**src/sv/cars_pkg.sv**
```systemverilog
// Shared types, constants and opcode patterns for the code address reference scanner.
package cars_pkg;

    // Widths of the datapath.
    localparam int WORD_W       = 32;
    localparam int OFF_W        = 32;
    localparam int VALUE_W      = 64;
    localparam int NUM_REGS     = 32;
    localparam int REG_IDX_W    = $clog2(NUM_REGS);

    // Offset bits kept from the incoming offset.
    localparam int OFFSET_WIDTH = 32;
    localparam logic [OFF_W-1:0] OFFSET_MASK = (OFFSET_WIDTH >= OFF_W) ? {OFF_W{1'b1}} :
        OFF_W'((64'd1 << OFFSET_WIDTH) - 64'd1);

    // Decoupling queue between decode and execute.
    localparam int QUEUE_DEPTH  = 2;
    localparam int QUEUE_IDX_W  = $clog2(QUEUE_DEPTH);
    localparam int QUEUE_CNT_W  = $clog2(QUEUE_DEPTH + 1);

    // Opcode masks and match values.
    localparam logic [WORD_W-1:0] ADRP_MASK  = 32'h9f00_0000;
    localparam logic [WORD_W-1:0] ADRP_MATCH = 32'h9000_0000;
    localparam logic [WORD_W-1:0] ADDI_MASK  = 32'hff00_0000;
    localparam logic [WORD_W-1:0] ADDI_MATCH = 32'h9100_0000;
    localparam logic [WORD_W-1:0] LDRU_MASK  = 32'hf9c0_0000;
    localparam logic [WORD_W-1:0] LDRU_MATCH = 32'hf940_0000;
    localparam logic [WORD_W-1:0] ADR_MASK   = 32'h9f00_0000;
    localparam logic [WORD_W-1:0] ADR_MATCH  = 32'h1000_0000;
    localparam logic [WORD_W-1:0] LDRL_MASK  = 32'hff00_0000;
    localparam logic [WORD_W-1:0] LDRL_MATCH = 32'h5800_0000;
    localparam logic [WORD_W-1:0] BL_MASK    = 32'hfc00_0000;
    localparam logic [WORD_W-1:0] BL_MATCH   = 32'h9400_0000;

    // Register 31 is the zero or stack register.
    localparam logic [REG_IDX_W-1:0] ZERO_REG = 5'h1f;

    // Shift codes of ADD immediate.
    localparam logic [1:0] ADD_SH_NONE = 2'd0;
    localparam logic [1:0] ADD_SH_12   = 2'd1;

    // What the execute stage does with a decoded word.
    typedef enum logic [2:0] {
        CLS_OTHER,  // no write, tracked check on rd
        CLS_SET,    // rd gets operand, checked
        CLS_CLEAR,  // rd gets zero, no check
        CLS_ACCUM,  // rd gets rn value plus operand, checked
        CLS_BL,     // branch target compare, then tracked check on rd
        CLS_QUIET   // no write, no check
    } op_class_t;

    // Kind of reference found.
    typedef enum logic [1:0] {
        HIT_NONE    = 2'd0,
        HIT_BL      = 2'd1,
        HIT_TRACKED = 2'd2
    } hit_kind_t;

    // One decoded word as it travels from decode to execute.
    typedef struct packed {
        op_class_t              cls;
        logic [REG_IDX_W-1:0]   rd;
        logic [REG_IDX_W-1:0]   rn;
        logic [VALUE_W-1:0]     operand;
        logic [OFF_W-1:0]       offset;
        logic                   scan;
    } item_t;

endpackage

```
**src/sv/cars_front.sv**
```systemverilog
// Decode stage: accepts instruction words and classifies them into execute requests.
module cars_front (
    input  logic                   s_tvalid,
    output logic                   s_tready,
    input  logic [63:0]            s_tdata,   // instr_word [31:0], instr_offset [63:32]
    input  logic                   s_tuser,   // scan_start
    input  logic                   queue_full,
    output logic                   push,
    output cars_pkg::item_t        push_item
);

    logic [cars_pkg::WORD_W-1:0]  word;
    logic [cars_pkg::OFF_W-1:0]   off;
    logic [20:0]                  imm21;
    logic [cars_pkg::VALUE_W-1:0] off64;
    logic [cars_pkg::VALUE_W-1:0] adrp_val;
    logic [cars_pkg::VALUE_W-1:0] adr_val;
    logic [cars_pkg::VALUE_W-1:0] lit_val;
    logic [cars_pkg::VALUE_W-1:0] add_imm;
    logic [cars_pkg::VALUE_W-1:0] ldr_imm;
    logic [cars_pkg::OFF_W-1:0]   bl_imm;
    logic [cars_pkg::OFF_W-1:0]   bl_dest;

    // The queue takes a request whenever it has room.
    assign s_tready = !queue_full;
    assign push     = s_tvalid && s_tready;

    // Field extraction and the state-independent values of each form.
    always_comb begin
        word     = s_tdata[31:0];
        off      = s_tdata[63:32] & cars_pkg::OFFSET_MASK & ~32'd3;
        imm21    = {word[23:5], word[30:29]};
        off64    = {32'd0, off};
        adrp_val = {{31{imm21[20]}}, imm21, 12'd0} + {32'd0, off[31:12], 12'd0};
        adr_val  = {{43{imm21[20]}}, imm21} + off64;
        lit_val  = {43'd0, word[23:5], 2'd0} + off64;
        add_imm  = (word[23:22] == cars_pkg::ADD_SH_12) ? {40'd0, word[21:10], 12'd0}
                                                        : {52'd0, word[21:10]};
        ldr_imm  = {49'd0, word[21:10], 3'd0};
        bl_imm   = {{4{word[25]}}, word[25:0], 2'd0};
        bl_dest  = off + bl_imm;
    end

    // Classification, in the priority order of the opcode patterns.
    always_comb begin
        push_item.cls     = cars_pkg::CLS_OTHER;
        push_item.rd      = word[4:0];
        push_item.rn      = word[9:5];
        push_item.operand = '0;
        push_item.offset  = off;
        push_item.scan    = s_tuser;
        if ((word & cars_pkg::ADRP_MASK) == cars_pkg::ADRP_MATCH) begin
            push_item.cls     = cars_pkg::CLS_SET;
            push_item.operand = adrp_val;
        end else if ((word & cars_pkg::ADDI_MASK) == cars_pkg::ADDI_MATCH) begin
            if (word[9:5] == cars_pkg::ZERO_REG) begin
                push_item.cls = cars_pkg::CLS_CLEAR;
            end else if (word[23:22] > cars_pkg::ADD_SH_12) begin
                // Reserved shift: the word is ignored.
                push_item.cls = cars_pkg::CLS_QUIET;
            end else begin
                push_item.cls     = cars_pkg::CLS_ACCUM;
                push_item.operand = add_imm;
            end
        end else if ((word & cars_pkg::LDRU_MASK) == cars_pkg::LDRU_MATCH) begin
            if (word[21:10] == 12'd0) begin
                push_item.cls = cars_pkg::CLS_QUIET;
            end else begin
                push_item.cls     = cars_pkg::CLS_ACCUM;
                push_item.operand = ldr_imm;
            end
        end else if ((word & cars_pkg::ADR_MASK) == cars_pkg::ADR_MATCH) begin
            push_item.cls     = cars_pkg::CLS_SET;
            push_item.operand = adr_val;
        end else if ((word & cars_pkg::LDRL_MASK) == cars_pkg::LDRL_MATCH) begin
            push_item.cls     = cars_pkg::CLS_SET;
            push_item.operand = lit_val;
        end else if ((word & cars_pkg::BL_MASK) == cars_pkg::BL_MATCH) begin
            push_item.cls     = cars_pkg::CLS_BL;
            push_item.operand = {32'd0, bl_dest};
        end
    end

endmodule

```
**config.mk**
```make
export PLATFORM = sky130hd
export DESIGN_NAME = cars_front
export DESIGN_NICKNAME = d
export VERILOG_FILES = /design/src/sv/cars_pkg.sv /design/src/sv/cars_front.sv
export SDC_FILE = /design/constraint.sdc
export NUM_CORES = 1
export LEC_CHECK = 0
export ABC_CLOCK_PERIOD_IN_PS = 6200
export BUFFER_PORTS_ARGS = -buffer_cell sky130_fd_sc_hd__buf_2
export CAP_MARGIN = 20
export CORE_AREA = 2 2 96 117
export DETAILED_ROUTE_END_ITERATION = 8
export DIE_AREA = 0 0 98 119
export PLACE_DENSITY = 0.84
export SYNTH_ARGS = -nofsm -noshare
export SYNTH_HDL_FRONTEND = slang
export SYNTH_SLANG_ARGS = --single-unit
export TNS_END_PERCENT = 30
```
**constraint.sdc**
```tcl
create_clock -name vclk -period 6.2
set_input_delay 0.93 -clock vclk [all_inputs]
set_output_delay 0.93 -clock vclk [all_outputs]
set_load 0.01 [all_outputs]
```
==> flow_summary_export.csv <==
group,metric,value,unit
final_layout,regArea,0,µm²
final_layout,fin_nets,1059,
placement,hpwl,16.56,mm
setup_path,path_cells,"buf_2 > ha_1 > inv_1 > fa_1 > nand2b_1 > a21oi_1 > o211ai_2 > a21oi_1 > o21ai_1 > a2111oi_0 > o22ai_1 > xor2_1 > o21ai_1 > buf_2",
floorplanning,floorplan.initialDensity,53.07,%
floorplanning,rows,42,
outcome,status,"completed",
final_layout,nClkBuffers,0,
final_layout,fillerInstances,1075,
setup_path,required,5270,ps
timing,relSlewSlack,39.64,%
floorplanning,dieArea,11660,µm²
final_layout,multi_input_area,4935,µm²
setup_path,critPathMaxStageDelay,630,ps
floorplanning,die_x,98,µm
floorplanning,core,10670,µm²
setup_path,startpoint_type,"input port",
setup_path,critPathSlowestCell,"a2111oi_0",
global_route,grtUsageTotal,32.31,%
setup_path,cp.arrival,4140,ps
timing,worst_slack,1129,ps
route,dr.pass1.iters,6,
placement,place_ws,1326,ps
timing,setup_tns,0,ps
power,ir_drop,49.87,µV
timing,tightest_slew,905.5,ps
synth,yosys_warnings,0,
timing,hold_viol_final,0,
placement,gp_congestion,1.018,
job,maxCapViolCount,0,
worst_hold_path,worstHoldPathType,"in2out",
global_route,grt_max_degree,32,
route,wl_per_cell,19.45,µm
synth,syn_avg_cell_area,6.888,µm²
synth,syn_area,5662,µm²
global_route,grt_pass1_vias,6256,
final_layout,most-common-layout-cells,"buf_2 (173), ha_1 (79), a21oi_1 (76), nor2_1 (58), nand2_1 (54)",
final_layout,layout-drive-gt1-share,21.81,%
route,drcViolationCount,0,
clock_network,cts_hold_buffers,0,
timing,timing.final.crit_period,5072,ps
route,vias_per_cell,6.597,
timing,min_period_over_period,81.80,%
floorplanning,die_h,119,µm
placement,port_buffers,173,
route,vias,6861,
synth,yosysUniqueCellTypes,73,
power,p_leak,0.002998,µW
final_layout,n_sequential_cell,0,
clock_network,post_cts_resized,0,
timing,maxSlewViolCount,0,
power,p_per_area,91.26,nW/µm²
final_layout,antenna-diode-count,0,
route,ant_nets,0,
final_layout,area_growth,7.823,%
final_layout,final_common_cell,"buf_2",
timing,rsz0062_at_grt,"no",
synth,seq_area_frac_synth,0,%
global_route,overflow,0,
global_route,antenna_found_initial,0,
floorplanning,top_level_ports,179,
setup_path,cp_max_fo,5,
synth,synthCells,822,
setup_path,crit_type,"in2out",
clock_network,cts_setup_buffers,0,
global_route,grt_pass1_wl,30.76,mm
timing,setup_viol,0,
setup_path,cp-end-kind,"primary output",
timing,max_freq,0.1972,GHz
route,drt_iter0_markers,556,
route,wl,20.22,mm
final_layout,fin_util,57.23,%
[cells by family after synthesis]
group | count (synthesis) | synth area share [%]
xor+xnor | 72 | 11.14
other cells | 1 | 0.06623
buf+inv | 121 | 12.91
mux | 3 | 0.5525
compound gates | 289 | 33.88
fa+ha+maj | 82 | 18.52
simple gates | 254 | 22.94
[synth_stat cells (all sizes together) (6+ instances only)]
master,count,area [µm²]
nand3,26,130.1
nor2,59,237.7
o211ai,13,102.6
or3,9,56.30
nand2,54,202.7
nor3,19,95.09
ha,79,988.5
a221oi,12,111.4
nor2b,7,43.79
a21oi,77,389.1
a31oi,11,68.82
xnor2,35,306.5
buf,75,558.0
or2,8,50.05
xor2,37,324.1
clkbuf,17,63.81
nor4,12,81.33
o21a,10,83.83
a222oi,8,80.08
o21ai,61,309.1
nand2b,16,100.1
and3,18,112.6
inv,29,108.9
nand4,11,68.82
o21bai,8,60.06
a21o,24,180.2
a211oi,14,105.1
a22oi,6,45.04
[final timing paths]
check | slack, ps | end | startpoint | depth (start not counted)
hold / removal | 1860 | push_item[0] | s_tuser | 0
setup / recovery | 1130 | push_item[65] | s_tdata[5] | 14
[layer usage]
| layer | vias up | share of wire (%) | global-route usage [%] | routed length [µm] |
|---|---|---|---|---|
| met5 | - | 0 | 0 | 0 |
| met3 | 120 | 11 | 3.286 | 2151 |
| met4 | 0 | 7.6 | 19.70 | 1543 |
| met2 | 481 | 45 | 55.74 | 9111 |
| li1 | 3219 | - | - | - |
| met1 | 3041 | 37 | 38.17 | 7416 |
[metrics by stage]
step	hold slack [ps]	total power, µW	std cells	area, µm²
2_1_floorplan	1904	400.7	823	5665
6_report	1860	557.1	1040	6105
3_5_place_dp	1860	541.1	1040	6105
4_1_cts	1860	544.3	1040	6105
5_1_grt	1860	606.8	1040	6105
3_3_place_gp	1860	535.3	1040	6105
[worst max-delay path, delay by kind of cell]
kind                     cells  cell delay (ps)
adder cells (fa/ha/maj)      2              590
AO/OA/AOI/OAI                7             1910
buffers and inverters        3              340
AND/OR/NAND/NOR              1              180
XOR/XNOR                     1              180
[power breakdown]
part | internal [µW] | switching (µW) | total (µW)
Combinational | 220 | 338 | 557
Clock | 0 | 0 | 0
Sequential | 0 | 0 | 0
[layout make-up]
class,count,share of cell area (%)
inverter,29,1.783
multi-input combinational,702,80.84
tap,132,2.705
timing repair buffer,177,14.68
Note: power is estimated with default switching activity, not from simulation.
