### config.mk
export PLATFORM = sky130hd
export DESIGN_NAME = cars_queue
export DESIGN_NICKNAME = d
export VERILOG_FILES = /design/src/sv/cars_pkg.sv /design/src/sv/cars_queue.sv
export SDC_FILE = /design/constraint.sdc
export NUM_CORES = 1
export LEC_CHECK = 0
export ABC_AREA = 1
export BUFFER_PORTS_ARGS = -buffer_cell sky130_fd_sc_hd__buf_2
export CAP_MARGIN = 20
export CORE_MARGIN = 4
export CORE_UTILIZATION = 53
export DETAILED_ROUTE_END_ITERATION = 16
export PLACE_DENSITY_LB_ADDON = 0.25
export SYNTH_ARGS = -nofsm -noshare
export SYNTH_HDL_FRONTEND = slang
export SYNTH_SLANG_ARGS = --single-unit
### constraint.sdc
create_clock -name aclk -period 8.8 [get_ports aclk]
set_clock_uncertainty 0.1 [all_clocks]
set_input_delay 2.2 -clock aclk [delete_from_list [all_inputs] [get_ports aclk]]
set_output_delay 2.2 -clock aclk [all_outputs]
set_load 0.02 [all_outputs]
### src/sv/cars_pkg.sv
// Shared types, constants and opcode patterns for the code address reference scanner.
package cars_pkg;

    // Widths of the datapath.
    localparam int WORD_W       = 32;
    localparam int OFF_W        = 32;
    localparam int VALUE_W      = 64;
    localparam int NUM_REGS     = 32;
    localparam int REG_IDX_W    = $clog2(NUM_REGS);

    // Offset bits kept from the incoming offset.
    localparam int OFFSET_WIDTH = 32;
    localparam logic [OFF_W-1:0] OFFSET_MASK = (OFFSET_WIDTH >= OFF_W) ? {OFF_W{1'b1}} :
        OFF_W'((64'd1 << OFFSET_WIDTH) - 64'd1);

    // Decoupling queue between decode and execute.
    localparam int QUEUE_DEPTH  = 2;
    localparam int QUEUE_IDX_W  = $clog2(QUEUE_DEPTH);
    localparam int QUEUE_CNT_W  = $clog2(QUEUE_DEPTH + 1);

    // Opcode masks and match values.
    localparam logic [WORD_W-1:0] ADRP_MASK  = 32'h9f00_0000;
    localparam logic [WORD_W-1:0] ADRP_MATCH = 32'h9000_0000;
    localparam logic [WORD_W-1:0] ADDI_MASK  = 32'hff00_0000;
    localparam logic [WORD_W-1:0] ADDI_MATCH = 32'h9100_0000;
    localparam logic [WORD_W-1:0] LDRU_MASK  = 32'hf9c0_0000;
    localparam logic [WORD_W-1:0] LDRU_MATCH = 32'hf940_0000;
    localparam logic [WORD_W-1:0] ADR_MASK   = 32'h9f00_0000;
    localparam logic [WORD_W-1:0] ADR_MATCH  = 32'h1000_0000;
    localparam logic [WORD_W-1:0] LDRL_MASK  = 32'hff00_0000;
    localparam logic [WORD_W-1:0] LDRL_MATCH = 32'h5800_0000;
    localparam logic [WORD_W-1:0] BL_MASK    = 32'hfc00_0000;
    localparam logic [WORD_W-1:0] BL_MATCH   = 32'h9400_0000;

    // Register 31 is the zero or stack register.
    localparam logic [REG_IDX_W-1:0] ZERO_REG = 5'h1f;

    // Shift codes of ADD immediate.
    localparam logic [1:0] ADD_SH_NONE = 2'd0;
    localparam logic [1:0] ADD_SH_12   = 2'd1;

    // What the execute stage does with a decoded word.
    typedef enum logic [2:0] {
        CLS_OTHER,  // no write, tracked check on rd
        CLS_SET,    // rd gets operand, checked
        CLS_CLEAR,  // rd gets zero, no check
        CLS_ACCUM,  // rd gets rn value plus operand, checked
        CLS_BL,     // branch target compare, then tracked check on rd
        CLS_QUIET   // no write, no check
    } op_class_t;

    // Kind of reference found.
    typedef enum logic [1:0] {
        HIT_NONE    = 2'd0,
        HIT_BL      = 2'd1,
        HIT_TRACKED = 2'd2
    } hit_kind_t;

    // One decoded word as it travels from decode to execute.
    typedef struct packed {
        op_class_t              cls;
        logic [REG_IDX_W-1:0]   rd;
        logic [REG_IDX_W-1:0]   rn;
        logic [VALUE_W-1:0]     operand;
        logic [OFF_W-1:0]       offset;
        logic                   scan;
    } item_t;

endpackage

### src/sv/cars_queue.sv
// Short request queue between the decode stage and the execute stage.
module cars_queue (
    input  logic              aclk,
    input  logic              aresetn,
    input  logic              push,
    input  cars_pkg::item_t   push_item,
    output logic              full,
    input  logic              pop,
    output logic              head_valid,
    output cars_pkg::item_t   head_item
);

    cars_pkg::item_t                  entry_reg [cars_pkg::QUEUE_DEPTH];
    logic [cars_pkg::QUEUE_IDX_W-1:0] wr_ptr_reg, wr_ptr_next;
    logic [cars_pkg::QUEUE_IDX_W-1:0] rd_ptr_reg, rd_ptr_next;
    logic [cars_pkg::QUEUE_CNT_W-1:0] count_reg, count_next;

    assign full       = (count_reg == cars_pkg::QUEUE_CNT_W'(cars_pkg::QUEUE_DEPTH));
    assign head_valid = (count_reg != '0);
    assign head_item  = entry_reg[rd_ptr_reg];

    // Pointer wrap and fill count.
    always_comb begin
        wr_ptr_next = wr_ptr_reg;
        rd_ptr_next = rd_ptr_reg;
        count_next  = count_reg;
        if (push) begin
            wr_ptr_next = (wr_ptr_reg == cars_pkg::QUEUE_IDX_W'(cars_pkg::QUEUE_DEPTH - 1))
                          ? '0 : wr_ptr_reg + 1'b1;
        end
        if (pop) begin
            rd_ptr_next = (rd_ptr_reg == cars_pkg::QUEUE_IDX_W'(cars_pkg::QUEUE_DEPTH - 1))
                          ? '0 : rd_ptr_reg + 1'b1;
        end
        if (push && !pop) begin
            count_next = count_reg + 1'b1;
        end else if (pop && !push) begin
            count_next = count_reg - 1'b1;
        end
    end

    always_ff @(posedge aclk) begin
        if (!aresetn) begin
            wr_ptr_reg <= '0;
            rd_ptr_reg <= '0;
            count_reg  <= '0;
        end else begin
            wr_ptr_reg <= wr_ptr_next;
            rd_ptr_reg <= rd_ptr_next;
            count_reg  <= count_next;
        end
    end

    // Entry storage needs no reset.
    always_ff @(posedge aclk) begin
        if (push) begin
            entry_reg[wr_ptr_reg] <= push_item;
        end
    end

endmodule

==> impl_metrics.env, run 1 <==
export IMPL_via_per_inst=4.952
export IMPL_final_nets=735
export IMPL_num_io_pins=226
export IMPL_min_path_type="reg -> reg"
export IMPL_grt_usage=0.1621
export IMPL_post_cts_setup_buffer_count=0
export IMPL_synth_top_family_by_area="multiplexers"
export IMPL_clockPowerShare=0.388
export IMPL_synth_edf_count=220
export IMPL_grt_pass1_wl_um=23320
export IMPL_worstPathArrival_ns=2.45
export IMPL_synth_top_cell_by_area="edfxtp_1"
export IMPL_synth_fa_ha_area_frac=0.001444
export IMPL_seqPwrFrac=0.502
export IMPL_synthTopCellsByArea="edfxtp_1, mux2_4, buf_12"
export IMPL_die_w_um=135.9
export IMPL_clkTransAtPathRegs_ns=0.06
export IMPL_h_tree_depth=1
export IMPL_post_drt_wl_per_cell_um=18.10
export IMPL_final_setup_tns_ns=0
export IMPL_cts_root_buf="clkbuf_16"
export IMPL_maxCapViolations=0
export IMPL_gp_congestion=0.7135
export IMPL_synth_nets=492
export IMPL_status="finished clean"
export IMPL_vias=4224
export IMPL_synth_simple_area_share=0.008664
export IMPL_critical_path_class="reg -> out"
export IMPL_grt_max_degree=64
export IMPL_finalWirelength_um=15440
export IMPL_rows=46
export IMPL_synth_compound_area_share=0.001155
export IMPL_syn_area_um2=8665
export IMPL_design_die_area_um2=18460
export IMPL_yosysMostFrequentCell="edfxtp_1"
export IMPL_syn2layout_area_growth_pct=23.13
export IMPL_crit_chain="buf_4 -> mux2_2 -> buf_2"
export IMPL_fin_hold_ws_ns=0.4202
export IMPL_powerDensity_nw_per_um2=235.0
export IMPL_switching_share=0.2190
export IMPL_rsz0062_at_grt="false"
export IMPL_synth_xor_xnor_area_share=0
export IMPL_yosys_top_cells_count="edfxtp_1, mux2_4, buf_12, mux2_2, nand2_1"
export IMPL_synthDistinctLibCells=15
export IMPL_relSlewSlack=0.4224
export IMPL_worst_pin_slew_ns=0.8664
export IMPL_antenna_found_initial=0
export IMPL_synthFlopType="edfxtp_1"
export IMPL_post_dp_hpwl_um=10300
export IMPL_crit_family="buffers and inverters"
export IMPL_p_switching_w=0.0005493
export IMPL_portBuffers=225
export IMPL_ant_nets=0
export IMPL_diodes=0
export IMPL_combPwrFrac=0.110
export IMPL_synth_area_per_cell_um2=22.98
export IMPL_critPathMaxStageDelay_ns=0.75
export IMPL_cts_repair_resize_count=0
export IMPL_initial_core_util=0.5435
export IMPL_synth_top_area_frac=0.7625
export IMPL_crit_slowest_cell="buf_4"
export IMPL_dpl_cell_area_um2=9896
export IMPL_power_internal_w=0.001958
export IMPL_synth_seq_cells=225
export IMPL_irDropWorstVdd_v=0.0001620
export IMPL_drtIter0Drc=196
export IMPL_ys_seq_area_frac=0.7740
export IMPL_final_hold_viol_count=0
export IMPL_crit_buf_inv=2
export IMPL_grt_ovfl_total=0
export IMPL_largest_reg_flops=220
export IMPL_synth_cells=377
export IMPL_cts_made_buffers=23
export IMPL_drcViolationCount=0
export IMPL_async_reset_ff_frac=0
export IMPL_yosys_mux_area_fraction=0.1863
export IMPL_drive_above_1_share=0.5950
export IMPL_postLayoutCoreUtil=0.6692
export IMPL_clk_latency_ns=0.49
export IMPL_yosys_warnings=0
export IMPL_clock_path_buffers=3
export IMPL_max_freq_ghz=0.2104
export IMPL_slew_viol_final=0
export IMPL_cts_sinks=225
export IMPL_fill_cells=1119
export IMPL_end_kind="output pin"
export IMPL_first_pass_iters=4
export IMPL_worstPathRequired_ns=6.50
export IMPL_cp_start_kind="flip-flop"
export IMPL_fin_crit_ns=4.752
export IMPL_grt_pass1_vias=4467
export IMPL_power_leakage_nw=4.282
export IMPL_die_y_um=135.9
export IMPL_finalCritPeriodShare=0.5401
export IMPL_cts_tree="done"
export IMPL_final_cell_area_um2=10670
export IMPL_core_um2=15940
export IMPL_crit_fanout=47
export IMPL_ctsHoldBuffers=0
export IMPL_setup_viol=0
-- cells by family (layout without fill, tap and decap cells) --
family | after synthesis | count (layout)
AND/OR/NAND/NOR | 19 | 19
adder cells (fa/ha/maj) | 1 | 1
multiplexers | 110 | 110
AO/OA/AOI/OAI | 2 | 2
flip-flops | 225 | 225
buffers and inverters | 20 | 280
-- path summary, 6_finish.rpt --
kind	start	to	slack, ns	depth (start not counted)
max	flip-flop	head_item[101]	4.05	3
max reg2reg	wr_ptr_reg	entry_reg[1][67]	6.50	3
min	rd_ptr_reg	flip-flop	0.42	2
min reg2reg	rd_ptr_reg	flip-flop	0.42	2
-- layout make-up --
| cell class | instances | area [µm²] | area share |
|---|---|---|---|
| Sequential cell | 225 | 6710 | 0.6289 |
| Multi-Input combinational cell | 132 | 1719 | 0.1611 |
| Timing Repair Buffer | 230 | 1164 | 0.1091 |
| Clock buffer | 30 | 631.9 | 0.05922 |
| Tap cell | 216 | 270.3 | 0.02533 |
| Clock inverter | 12 | 141.4 | 0.01325 |
| Inverter | 8 | 32.53 | 0.003049 |
-- cell usage in the layout, fill, tap and decap left out, drive strengths merged --
cell / netlist / final
ha: 1 / 1
clkinvlp: 0 / 2
edfxtp: 220 / 220
dfxtp: 5 / 5
nand4: 1 / 1
nand2: 9 / 9
bufinv: 0 / 3
o21ai: 1 / 1
buf: 12 / 230
nor2: 8 / 8
mux2: 110 / 110
inv: 8 / 9
nand3: 1 / 1
clkinv: 0 / 6
clkbuf: 0 / 30
a21oi: 1 / 1
-- power groups by stage --
stage | Clock [W] | Sequential [W] | Combinational, W
final | 0.000973 | 0.00126 | 0.000275
after global routing | 0.00105 | 0.00126 | 0.000294
after CTS | 0.000999 | 0.00126 | 0.000279
after detailed placement | 0 | 0.00128 | 0.000278
after global placement | 0 | 0.00128 | 0.000274
after floorplan | 0 | 0.00128 | 0.000199
-- through the flow --
| step | power, W | setup slack, ns | cells |
|---|---|---|---|
| CTS | 0.002539 | 3.979 | 853 |
| global placement | 0.001553 | 4.521 | 811 |
| finish | 0.002508 | 4.048 | 853 |
| global route | 0.002604 | 3.911 | 853 |
| detailed placement | 0.001561 | 4.472 | 811 |
| floorplan | 0.001479 | 1.274 | 377 |
-- per-layer routing --
layer	vias up	GRT usage	part of all wire
met4	0	0.04703	0.021
met3	27	0.04700	0.094
li1	1968	-	-
met2	173	0.2760	0.49
met1	2056	0.2039	0.40
met5	-	0	0
-- worst register-to-register path, stage by stage, from the launching register on --
cell and delay, ns:
dfxtp_1 0.39, nand2_1 0.13, inv_4 0.54, buf_4 0.71
Power figures use the tool's default switching activity.
==> run 2, diff against run 1 <==
==> constraint.sdc (replaced) <==
create_clock -name aclk -period 4.7 [get_ports aclk]
set_clock_uncertainty 0.1 [all_clocks]
set_input_delay 1.175 -clock aclk [delete_from_list [all_inputs] [get_ports aclk]]
set_output_delay 1.175 -clock aclk [all_outputs]
set_load 0.02 [all_outputs]
==> run 2 against run 1 <==
  * Via count is 0.28% lower
  * Worst setup slack worse by 2.8 ns
  * Final cell count stayed put
  * Sequential power is 87% higher
  * Die area stayed put
  * Worst hold slack worse by 0.016 ns
  * Routed wire length is 0.42% lower
  * Register-to-register slack worse by 3.8 ns
  * Critical path type unchanged
  * Largest cell class unchanged
  * Largest power group unchanged
==> impl_metrics.env, run 2 (same netlist as run 1, synthesis figures left out) <==
export IMPL_grt_max_degree=72
export IMPL_end_kind="output pin"
export IMPL_cts_root_buf="clkbuf_16"
export IMPL_relSlewSlack=0.4976
export IMPL_ctsHoldBuffers=0
export IMPL_die_w_um=135.9
export IMPL_grt_pass1_wl_um=22860
export IMPL_mostFrequentLayoutCell="buf_2"
export IMPL_clk_latency_ns=0.49
export IMPL_cts_made_buffers=23
export IMPL_ant_nets=0
export IMPL_final_setup_tns_ns=0
export IMPL_dpl_cell_area_um2=9928
export IMPL_initial_core_util=0.5435
export IMPL_worstPathRequired_ns=3.42
export IMPL_antenna_found_initial=5
export IMPL_vias=4212
export IMPL_h_tree_depth=1
export IMPL_postLayoutCoreUtil=0.6685
export IMPL_cts_sinks=225
export IMPL_crit_family="buffers and inverters"
export IMPL_core_um2=15940
export IMPL_setup_viol=0
export IMPL_irDropWorstVdd_v=0.0003932
export IMPL_fin_crit_ns=3.471
export IMPL_use_met3=0.04885
export IMPL_crit_chain="buf_4 -> mux2_4 -> buf_2"
export IMPL_drive_above_1_share=0.5881
export IMPL_num_io_pins=226
export IMPL_syn2layout_area_growth_pct=23.00
export IMPL_power_leakage_nw=4.274
export IMPL_first_pass_iters=4
export IMPL_crit_slowest_cell="dfxtp_4"
export IMPL_max_freq_ghz=0.2881
export IMPL_worstPathArrival_ns=2.20
export IMPL_final_cell_mix="buf_2, edfxtp_1, mux2_4"
export IMPL_finalCritPeriodShare=0.7385
export IMPL_final_hold_viol_count=0
export IMPL_maxCapViolations=0
export IMPL_grt_pass1_vias=4421
export IMPL_rsz0062_at_grt="false"
export IMPL_crit_buf_inv=2
export IMPL_rows=46
export IMPL_cts_repair_resize_count=0
export IMPL_slew_viol_final=0
export IMPL_final_nets=736
export IMPL_grtUsageMet1=0.2031
export IMPL_post_cts_setup_buffer_count=0
export IMPL_multiInputGateArea_um2=1719
export IMPL_post_dp_hpwl_um=10340
export IMPL_final_cell_area_um2=10660
export IMPL_via_per_inst=4.938
export IMPL_powerDensity_nw_per_um2=433.2
export IMPL_cp_start_kind="flip-flop"
export IMPL_critPathMaxStageDelay_ns=0.58
export IMPL_die_y_um=135.9
export IMPL_drcViolationCount=0
export IMPL_design_die_area_um2=18460
export IMPL_busiest_layer="met2"
export IMPL_status="finished clean"
export IMPL_clock_path_buffers=3
export IMPL_gp_congestion=0.7472
export IMPL_min_path_type="reg -> reg"
export IMPL_drtIter0Drc=198
export IMPL_clkTransAtPathRegs_ns=0.06
export IMPL_critical_path_class="reg -> out"
export IMPL_grt_ovfl_total=0
export IMPL_grt_usage=0.1588
export IMPL_fill_cells=1142
export IMPL_finalWirelength_um=15370
export IMPL_portBuffers=225
export IMPL_sequential_cell_area_um2=6710
export IMPL_largest_reg_flops=220
export IMPL_crit_fanout=33
export IMPL_cts_tree="done"
export IMPL_grtUsageMet2=0.2671
export IMPL_post_drt_wl_per_cell_um=18.02
export IMPL_worst_pin_slew_ns=0.7518
-- run 2: final cells by class --
class	count	share of cell area
sequential	225	0.6296
multi-input combinational	132	0.1613
timing repair buffer	231	0.1122
clock buffer	29	0.05612
tap	216	0.02536
clock inverter	11	0.01209
inverter	8	0.003052
antenna	1	0.0002348
-- run 2: power breakdown --
| part | switching (W) | leakage, nW | total, W | internal (W) |
|---|---|---|---|---|
| logic | 0.000285 | 1.81 | 0.000517 | 0.000232 |
| registers | 0.0000333 | 2.11 | 0.00236 | 0.00232 |
| clock network | 0.000681 | 0.355 | 0.00174 | 0.00106 |
| total | 0.00100 | 4.27 | 0.00462 | 0.00362 |
-- run 2: worst register-to-register path, stage by stage (launching register included) --
cell     delay [ns]
dfxtp_1        0.35
nor2_4         0.61
buf_4          0.54
-- run 2: through the flow --
step                      hold WS (ns)  cells  total power, W  worst slack (ns)
final                           0.4038    853        0.004617             1.229
after global placement          0.3744    812        0.002908             1.736
after global routing            0.4246    853        0.004795             1.135
after detailed placement        0.3913    812        0.002925             1.653
after floorplan                 0.3635    377        0.002765            0.1139
after CTS                       0.4046    852        0.004669             1.198
-- run 2: worst paths after layout --
path | startpoint | end | slack, ns | depth (start not counted)
max | flip-flop | head_item[98] | 1.23 | 3
min | rd_ptr_reg | rd_ptr_reg | 0.40 | 2
max reg2reg | wr_ptr_reg | entry_reg[0][74] | 2.71 | 2
min reg2reg | rd_ptr_reg | rd_ptr_reg | 0.40 | 2
-- run 2: per-layer routing --
| metal | wire [µm] | vias up |
|---|---|---|
| met3 | 1491 | 30 |
| met5 | 56 | - |
| met4 | 218 | 8 |
| met1 | 6037 | 2043 |
| met2 | 7569 | 166 |
| li1 | - | 1965 |
