## config.mk

```make
export PLATFORM = sky130hd
export DESIGN_NAME = cars_back
export DESIGN_NICKNAME = d
export VERILOG_FILES = /design/src/sv/cars_pkg.sv /design/src/sv/cars_back.sv
export SDC_FILE = /design/constraint.sdc
export NUM_CORES = 2
export LEC_CHECK = 0
export BUFFER_PORTS_ARGS = -buffer_cell sky130_fd_sc_hd__buf_2
export CORE_MARGIN = 1.5
export CORE_UTILIZATION = 48
export CTS_CLUSTER_DIAMETER = 150
export CTS_CLUSTER_SIZE = 40
export DETAILED_ROUTE_END_ITERATION = 10
export PLACE_DENSITY = 0.63
export SLEW_MARGIN = 25
export SYNTH_ARGS = -nofsm -noshare
export SYNTH_HDL_FRONTEND = slang
export SYNTH_SLANG_ARGS = --single-unit
```

## constraint.sdc

```tcl
create_clock -name aclk -period 29.4 [get_ports aclk]
set_clock_uncertainty 0.1 [all_clocks]
set_input_delay 0 -clock aclk [delete_from_list [all_inputs] [get_ports aclk]]
set_output_delay 0 -clock aclk [all_outputs]
set_load 0.02 [all_outputs]
```

## src/sv/cars_pkg.sv

```systemverilog
// Shared types, constants and opcode patterns for the code address reference scanner.
package cars_pkg;

    // Widths of the datapath.
    localparam int WORD_W       = 32;
    localparam int OFF_W        = 32;
    localparam int VALUE_W      = 64;
    localparam int NUM_REGS     = 32;
    localparam int REG_IDX_W    = $clog2(NUM_REGS);

    // Offset bits kept from the incoming offset.
    localparam int OFFSET_WIDTH = 32;
    localparam logic [OFF_W-1:0] OFFSET_MASK = (OFFSET_WIDTH >= OFF_W) ? {OFF_W{1'b1}} :
        OFF_W'((64'd1 << OFFSET_WIDTH) - 64'd1);

    // Decoupling queue between decode and execute.
    localparam int QUEUE_DEPTH  = 2;
    localparam int QUEUE_IDX_W  = $clog2(QUEUE_DEPTH);
    localparam int QUEUE_CNT_W  = $clog2(QUEUE_DEPTH + 1);

    // Opcode masks and match values.
    localparam logic [WORD_W-1:0] ADRP_MASK  = 32'h9f00_0000;
    localparam logic [WORD_W-1:0] ADRP_MATCH = 32'h9000_0000;
    localparam logic [WORD_W-1:0] ADDI_MASK  = 32'hff00_0000;
    localparam logic [WORD_W-1:0] ADDI_MATCH = 32'h9100_0000;
    localparam logic [WORD_W-1:0] LDRU_MASK  = 32'hf9c0_0000;
    localparam logic [WORD_W-1:0] LDRU_MATCH = 32'hf940_0000;
    localparam logic [WORD_W-1:0] ADR_MASK   = 32'h9f00_0000;
    localparam logic [WORD_W-1:0] ADR_MATCH  = 32'h1000_0000;
    localparam logic [WORD_W-1:0] LDRL_MASK  = 32'hff00_0000;
    localparam logic [WORD_W-1:0] LDRL_MATCH = 32'h5800_0000;
    localparam logic [WORD_W-1:0] BL_MASK    = 32'hfc00_0000;
    localparam logic [WORD_W-1:0] BL_MATCH   = 32'h9400_0000;

    // Register 31 is the zero or stack register.
    localparam logic [REG_IDX_W-1:0] ZERO_REG = 5'h1f;

    // Shift codes of ADD immediate.
    localparam logic [1:0] ADD_SH_NONE = 2'd0;
    localparam logic [1:0] ADD_SH_12   = 2'd1;

    // What the execute stage does with a decoded word.
    typedef enum logic [2:0] {
        CLS_OTHER,  // no write, tracked check on rd
        CLS_SET,    // rd gets operand, checked
        CLS_CLEAR,  // rd gets zero, no check
        CLS_ACCUM,  // rd gets rn value plus operand, checked
        CLS_BL,     // branch target compare, then tracked check on rd
        CLS_QUIET   // no write, no check
    } op_class_t;

    // Kind of reference found.
    typedef enum logic [1:0] {
        HIT_NONE    = 2'd0,
        HIT_BL      = 2'd1,
        HIT_TRACKED = 2'd2
    } hit_kind_t;

    // One decoded word as it travels from decode to execute.
    typedef struct packed {
        op_class_t              cls;
        logic [REG_IDX_W-1:0]   rd;
        logic [REG_IDX_W-1:0]   rn;
        logic [VALUE_W-1:0]     operand;
        logic [OFF_W-1:0]       offset;
        logic                   scan;
    } item_t;

endpackage

```

## src/sv/cars_back.sv

```systemverilog
// Execute stage: tracked register file, value update, hit detection and output register.
module cars_back (
    input  logic                           aclk,
    input  logic                           aresetn,
    input  logic [cars_pkg::VALUE_W-1:0]   target,
    input  logic                           head_valid,
    input  cars_pkg::item_t                head_item,
    output logic                           pop,
    output logic                           m_tvalid,
    input  logic                           m_tready,
    output logic [31:0]                    m_tdata,   // hit_offset
    output logic [2:0]                     m_tuser    // hit [0], hit_kind [2:1]
);

    // Tracked register file and its valid bits.
    logic [cars_pkg::VALUE_W-1:0] tracked_mem [cars_pkg::NUM_REGS];
    logic [cars_pkg::NUM_REGS-1:0] tracked_vld_reg, tracked_vld_next;

    // Execute stage registers.
    logic                          b2_valid_reg, b2_valid_next;
    cars_pkg::item_t               b2_item_reg;
    logic [cars_pkg::VALUE_W-1:0]  rn_raw_reg, rd_raw_reg, fwd_data_reg;
    logic                          rn_fwd_reg, rn_fwd_next, rd_fwd_reg, rd_fwd_next;
    logic                          rn_zero_reg, rn_zero_next, rd_zero_reg, rd_zero_next;

    // Output register.
    logic                          out_valid_reg, out_valid_next;
    cars_pkg::hit_kind_t           out_kind_reg, out_kind_next;
    logic [cars_pkg::OFF_W-1:0]    out_offset_reg;

    logic                          out_free;
    logic                          b2_fire;
    logic                          b2_we;
    logic                          b2_wr;
    logic                          b2_check;
    logic [cars_pkg::VALUE_W-1:0]  rn_val, rd_val, base_val, new_val, rd_after;

    // Handshake between queue, execute stage and output register.
    always_comb begin
        out_free = !out_valid_reg || m_tready;
        b2_fire  = b2_valid_reg && out_free;
        pop      = head_valid && (!b2_valid_reg || b2_fire);
    end

    // Operand selection with scan clear and bypass from the previous write.
    always_comb begin
        rn_val   = rn_zero_reg ? '0 : (rn_fwd_reg ? fwd_data_reg : rn_raw_reg);
        rd_val   = rd_zero_reg ? '0 : (rd_fwd_reg ? fwd_data_reg : rd_raw_reg);
        b2_we    = (b2_item_reg.cls == cars_pkg::CLS_SET) ||
                   (b2_item_reg.cls == cars_pkg::CLS_CLEAR) ||
                   (b2_item_reg.cls == cars_pkg::CLS_ACCUM);
        b2_wr    = b2_fire && b2_we;
        b2_check = (b2_item_reg.cls != cars_pkg::CLS_QUIET) &&
                   (b2_item_reg.cls != cars_pkg::CLS_CLEAR);
        base_val = (b2_item_reg.cls == cars_pkg::CLS_ACCUM) ? rn_val : '0;
        new_val  = base_val + b2_item_reg.operand;
        rd_after = b2_we ? new_val : rd_val;
    end

    // Hit classification: the branch target wins over the tracked value.
    always_comb begin
        if (b2_item_reg.cls == cars_pkg::CLS_BL && b2_item_reg.operand == target) begin
            out_kind_next = cars_pkg::HIT_BL;
        end else if (b2_check && b2_item_reg.rd != cars_pkg::ZERO_REG && rd_after == target) begin
            out_kind_next = cars_pkg::HIT_TRACKED;
        end else begin
            out_kind_next = cars_pkg::HIT_NONE;
        end
    end

    // Read-side flags for the request leaving the queue.
    always_comb begin
        rn_fwd_next  = b2_wr && (b2_item_reg.rd == head_item.rn);
        rd_fwd_next  = b2_wr && (b2_item_reg.rd == head_item.rd);
        rn_zero_next = head_item.scan || (!rn_fwd_next && !tracked_vld_reg[head_item.rn]);
        rd_zero_next = head_item.scan || (!rd_fwd_next && !tracked_vld_reg[head_item.rd]);
    end

    // Valid bits: a write marks its entry, a scan start clears them all.
    always_comb begin
        tracked_vld_next = tracked_vld_reg;
        if (b2_wr) begin
            tracked_vld_next[b2_item_reg.rd] = 1'b1;
        end
        if (pop && head_item.scan) begin
            tracked_vld_next = '0;
        end
    end

    // Stage occupancy.
    always_comb begin
        b2_valid_next  = pop ? 1'b1 : (b2_fire ? 1'b0 : b2_valid_reg);
        out_valid_next = b2_fire ? 1'b1 : (m_tready ? 1'b0 : out_valid_reg);
    end

    always_ff @(posedge aclk) begin
        if (!aresetn) begin
            tracked_vld_reg <= '0;
            b2_valid_reg    <= 1'b0;
            out_valid_reg   <= 1'b0;
        end else begin
            tracked_vld_reg <= tracked_vld_next;
            b2_valid_reg    <= b2_valid_next;
            out_valid_reg   <= out_valid_next;
        end
    end

    // Register file write port.
    always_ff @(posedge aclk) begin
        if (b2_wr) begin
            tracked_mem[b2_item_reg.rd] <= new_val;
        end
    end

    // Register file read ports, registered as the request enters execute.
    always_ff @(posedge aclk) begin
        if (pop) begin
            rn_raw_reg <= tracked_mem[head_item.rn];
            rd_raw_reg <= tracked_mem[head_item.rd];
        end
    end

    // Execute stage payload.
    always_ff @(posedge aclk) begin
        if (pop) begin
            b2_item_reg  <= head_item;
            fwd_data_reg <= new_val;
            rn_fwd_reg   <= rn_fwd_next;
            rd_fwd_reg   <= rd_fwd_next;
            rn_zero_reg  <= rn_zero_next;
            rd_zero_reg  <= rd_zero_next;
        end
    end

    // Output payload.
    always_ff @(posedge aclk) begin
        if (b2_fire) begin
            out_kind_reg   <= out_kind_next;
            out_offset_reg <= b2_item_reg.offset;
        end
    end

    assign m_tvalid = out_valid_reg;
    assign m_tdata  = out_offset_reg;
    assign m_tuser  = {out_kind_reg, out_kind_reg != cars_pkg::HIT_NONE};

    // A scan start leaves no entry marked valid behind it.
    a_scan_clears: assert property (@(posedge aclk) disable iff (!aresetn)
        (pop && head_item.scan) |=> (tracked_vld_reg == '0))
        else $error("tracked entries still valid after a scan start");

    // Register 31 never reports a tracked hit.
    a_no_zero_reg_hit: assert property (@(posedge aclk) disable iff (!aresetn)
        (b2_fire && b2_item_reg.rd == cars_pkg::ZERO_REG) |=>
        (out_kind_reg != cars_pkg::HIT_TRACKED))
        else $error("tracked hit reported on register 31");

    // ADD from register 31 is silent.
    a_clear_silent: assert property (@(posedge aclk) disable iff (!aresetn)
        (b2_fire && b2_item_reg.cls == cars_pkg::CLS_CLEAR) |=>
        (out_kind_reg == cars_pkg::HIT_NONE))
        else $error("hit reported for an ADD from register 31");

    // A stalled execute request is neither dropped nor changed.
    a_exec_hold: assert property (@(posedge aclk) disable iff (!aresetn)
        (b2_valid_reg && !b2_fire) |=> (b2_valid_reg && $stable(b2_item_reg)))
        else $error("execute request lost while stalled");

endmodule

```

==> out/qor.csv <==
stage;metric;value;unit
synthesis;ys.flop_type;sky130_fd_sc_hd__edfxtp_1;
synthesis;yosys.area.top_type_share;61.8;%
route;drt_first_iter_violations;9359;
hold_path;min_delay_path_depth;3;
floorplan;design.core.area;240000;µm²
timing;timing.setup.tns;0;ns
route;routed_wire_length_per_instance;40.5;µm
synthesis;yosys-top-cells-area;sky130_fd_sc_hd__edfxtp_1, sky130_fd_sc_hd__mux4_2, sky130_fd_sc_hd__mux2_2, sky130_fd_sc_hd__mux2i_1, sky130_fd_sc_hd__clkbuf_1;
global_route;antenna_found_initial;60;
power;power.switching;0.00141;W
timing;worst-slew-pin-transition;1.15;ns
setup_path;crit_fanout;34;
floorplan;start_util;48.2;%
synthesis;synthDistinctLibCells;98;
floorplan;boundary_pins;215;
cts;clock_tree.buffer_depth;3;
setup_path;worst_path_required_time;29.99;ns
cts;tritoncts_clock_tree;done;
global_route;vias_in_the_first_global_route;66200;
route;drcViolationCount;0;
timing;finalWorstPathRequiredPeriod;8.41;ns
final_layout;drive_above_1_share;33.1;%
final_layout;layout_common_cells;sky130_fd_sc_hd__edfxtp_1, sky130_fd_sc_hd__mux4_2, sky130_fd_sc_hd__nor2_1;
floorplan;die_h;494;µm
cts;numClockSinks;2416;
setup_path;ff2ff_path_depth;19;
setup_path;critical_path.endpoint_type;flip-flop;
timing;maxSlewViolCount;0;
synthesis;ys_async_sr_fraction;0;%
final_layout;layout.cells.most_common;sky130_fd_sc_hd__edfxtp_1;
synthesis;seq_area_frac_synth;62.4;%
power;power_frac_clock;24.5;%
final_layout;syn_to_final_growth;8.76;%
cts;cts-htree-levels;3;
final_layout;final_design_area_no_fill;126000;µm²
power;p_int;0.00459;W
global_route;grt.overflow.total;0;
power;netSwitchingFraction;23.5;%
route;drt_pass1_iterations;7;
power;vdd_drop_max;0.0454;mV
route;finalWirelength;383000;µm
synthesis;synth-edff-count;2382;
cts;insertion_delay_to_the_later_sink_of_the_worst_skew_pair;0.81;ns
hold_path;timing.hold.worst.class;input port to flip-flop;
power;power.static_leakage;38.6;nW
place;dp_hpwl;234000;µm
cts;number_of_buffers_inserted_to_repair_setup_after_cts;0;
final_layout;num-nets-final;6457;
setup_path;cp.arrival;9.01;ns
synthesis;synth.cell_area;116000;µm²
power;powerDensity;47.7;nW/µm²
synthesis;synth_largest_area_cell;sky130_fd_sc_hd__edfxtp_1;
floorplan;floorplan.die.width;494;µm
route;ant_nets;0;
route;route.detailed.vias_per_inst;7.05;
setup_path;worstSetupPathType;flip-flop to flip-flop;
cts;root_buffer;sky130_fd_sc_hd__clkbuf_16;
power;power_frac_seq;64.5;%
global_route;groute.usage.overall;31.4;%
place;detailed_place.area;121000;µm²
timing;headroom_to_the_max_slew_limit;23.6;%
final_layout;combined_flip_flop_and_latch_cell_area;72200;µm²
place;place.port_buffers;214;
timing;hold_viol_final;0;
route;routed-via-count;66700;
place;gpl.final_weighted_congestion;0.977;
status;status;complete, no violations;
synthesis;postSynthNetCount;6189;
final_layout;multi_input_comb_area;42500;µm²
global_route;grt_pass1_wl;529000;µm
synthesis;postSynthRegisterBits;2416;
timing;setup-violations-final;0;
timing;timing.fmax;0.119;GHz
run;cap_viol_max_count;0;
final_layout;final.fill_count;19000;
cts;worst_setup_hold_path_clk_slew;0.16;ns
timing;grt_setup_unrepaired;no;
power;comb_power_share;11.0;%
floorplan;die_area;244000;µm²
global_route;largest_net_degree_at_the_start_of_global_routing;133;
setup_path;element_type_at_the_critical_path_start;flip-flop;
synthesis;synthesis.yosys.warnings;0;
synthesis;post_synthesis_mean_instance_area;19.5;µm²
timing;min_period_over_period;28.6;%
synthesis;syn-instance-count;5947;
final_layout;largest_register_ff_count;2048;
floorplan;rows;180;
cts;cts_inserted_buffers;70;
cells in the mapped netlist, types with 6 or more instances:
library cell                count
sky130_fd_sc_hd__nor2b_1       10
sky130_fd_sc_hd__nor3b_1       15
sky130_fd_sc_hd__ha_1          63
sky130_fd_sc_hd__o21bai_1      14
sky130_fd_sc_hd__o32ai_1        9
sky130_fd_sc_hd__a31oi_1       19
sky130_fd_sc_hd__mux2i_1      131
sky130_fd_sc_hd__o2111ai_1     16
sky130_fd_sc_hd__o31ai_1       12
sky130_fd_sc_hd__nor4_1        31
sky130_fd_sc_hd__or4_1         10
sky130_fd_sc_hd__a21o_1        15
sky130_fd_sc_hd__nor3_1        59
sky130_fd_sc_hd__nand4_1       55
sky130_fd_sc_hd__nor4b_1       12
sky130_fd_sc_hd__xor2_1        70
sky130_fd_sc_hd__a211oi_1      14
sky130_fd_sc_hd__inv_1         28
sky130_fd_sc_hd__o31a_1         7
sky130_fd_sc_hd__o21ai_1       13
sky130_fd_sc_hd__buf_4          8
sky130_fd_sc_hd__a221oi_1       6
sky130_fd_sc_hd__nor2_1       258
sky130_fd_sc_hd__mux2_2       149
sky130_fd_sc_hd__buf_1        119
sky130_fd_sc_hd__edfxtp_1    2382
sky130_fd_sc_hd__dfxtp_1       34
sky130_fd_sc_hd__nand3_1       38
sky130_fd_sc_hd__o21a_1        50
sky130_fd_sc_hd__clkbuf_1     261
sky130_fd_sc_hd__mux4_2      1301
sky130_fd_sc_hd__or3_1         23
sky130_fd_sc_hd__o22ai_1       12
sky130_fd_sc_hd__and2_1        11
sky130_fd_sc_hd__nand3b_1       8
sky130_fd_sc_hd__o21ai_0      110
sky130_fd_sc_hd__a21oi_1      137
sky130_fd_sc_hd__buf_2         36
sky130_fd_sc_hd__xnor2_1       94
sky130_fd_sc_hd__nand2b_1      11
sky130_fd_sc_hd__o211ai_1      19
sky130_fd_sc_hd__nand2_1      160
power groups by stage:
stage	clock [W]	combinational, W	sequential, W
2_1_floorplan	0	0.000415	0.00395
3_3_place_gp	0	0.000630	0.00395
3_5_place_dp	0	0.000635	0.00395
4_1_cts	0.00149	0.000659	0.00387
5_1_grt	0.00158	0.000693	0.00387
6_report	0.00147	0.000660	0.00387
final cells by class:
| cell class | count | share of cell area, % |
|---|---|---|
| clock buffer | 86 | 1.49 |
| inverter | 28 | 0.0835 |
| sequential | 2416 | 57.4 |
| tap | 3185 | 3.17 |
| timing repair buffer | 623 | 3.96 |
| multi-input combinational | 3076 | 33.8 |
| antenna | 40 | 0.0796 |
| clock inverter | 6 | 0.0477 |
critical path, cell delays in order, from the launching register on:
cell	delay, ns
sky130_fd_sc_hd__edfxtp_1	0.35
sky130_fd_sc_hd__buf_4	0.52
sky130_fd_sc_hd__buf_4	0.64
sky130_fd_sc_hd__mux2i_1	0.32
sky130_fd_sc_hd__nor2_1	0.09
sky130_fd_sc_hd__ha_1	0.48
sky130_fd_sc_hd__a21oi_1	0.33
sky130_fd_sc_hd__o21ai_1	0.38
sky130_fd_sc_hd__a32oi_1	0.49
sky130_fd_sc_hd__o311ai_0	0.39
sky130_fd_sc_hd__nor4_1	0.36
sky130_fd_sc_hd__o2111ai_1	0.21
sky130_fd_sc_hd__a2111oi_1	0.74
sky130_fd_sc_hd__nand4_1	0.33
sky130_fd_sc_hd__nor4_1	0.61
sky130_fd_sc_hd__o2111ai_1	0.18
sky130_fd_sc_hd__or4_1	0.48
sky130_fd_sc_hd__dlygate4sd3_1	0.57
sky130_fd_sc_hd__nor2_1	0.09
sky130_fd_sc_hd__dlygate4sd3_1	0.56
path summary, 6_finish.rpt:
path / slack, ns / from / endpoint
hold / removal: 0.07 / head_item[99] / rn_raw_reg[17]
setup / recovery: 20.99 / rn_fwd_reg / out_kind_reg[1]
setup reg to reg: 20.99 / rn_fwd_reg / out_kind_reg[1]
hold reg to reg: 0.34 / b2_item_reg[11] / m_tdata[10]
stage by stage:
| stage | std cells | worst slack [ns] | util, % | power (W) | hold WS [ns] |
|---|---|---|---|---|---|
| after floorplan | 5947 | 2.88 | - | 0.00436 | -0.00113 |
| after global placement | 9102 | 21.93 | 50.6 | 0.00458 | 0.0767 |
| after detailed placement | 9104 | 22.13 | 50.6 | 0.00458 | 0.0781 |
| after CTS | 9418 | 21.04 | 52.3 | 0.00602 | 0.0278 |
| after global routing | 9452 | 20.82 | 52.4 | 0.00615 | 0.0838 |
| final | 9460 | 20.99 | 52.4 | 0.00600 | 0.0724 |
cells by family (layout without fill, tap and decap cells):
| group | count (synthesis) | in the layout | share of synthesized area [%] |
|---|---|---|---|
| fa+ha+maj | 64 | 64 | 0.699 |
| compound gates | 535 | 535 | 3.10 |
| flops | 2416 | 2416 | 62.4 |
| buf+inv | 455 | 743 | 1.56 |
| mux | 1581 | 1581 | 27.9 |
| simple gates | 732 | 732 | 3.07 |
| xor+xnor | 164 | 164 | 1.24 |
| other cells | 0 | 40 | 0 |
metal layers:
metal | part of all wire [%] | routed length [µm] | vias up | track usage [%]
li1 | - | - | 26000 | -
met1 | 40 | 151000 | 36600 | 44.3
met5 | 0.013 | 49 | - | 0
met4 | 4.6 | 17400 | 8 | 12.5
met2 | 49 | 186000 | 3542 | 50.7
met3 | 7.3 | 27900 | 571 | 3.33
repair_timing:
| item | 4_1_cts | 5_1_grt |
|---|---|---|
| gates resized for setup | 0 | 0 |
| endpoints found under the hold margin | 193 | 0 |
| hold buffers | 222 | 0 |
No activity file was read; power rests on OpenSTA's default activity.
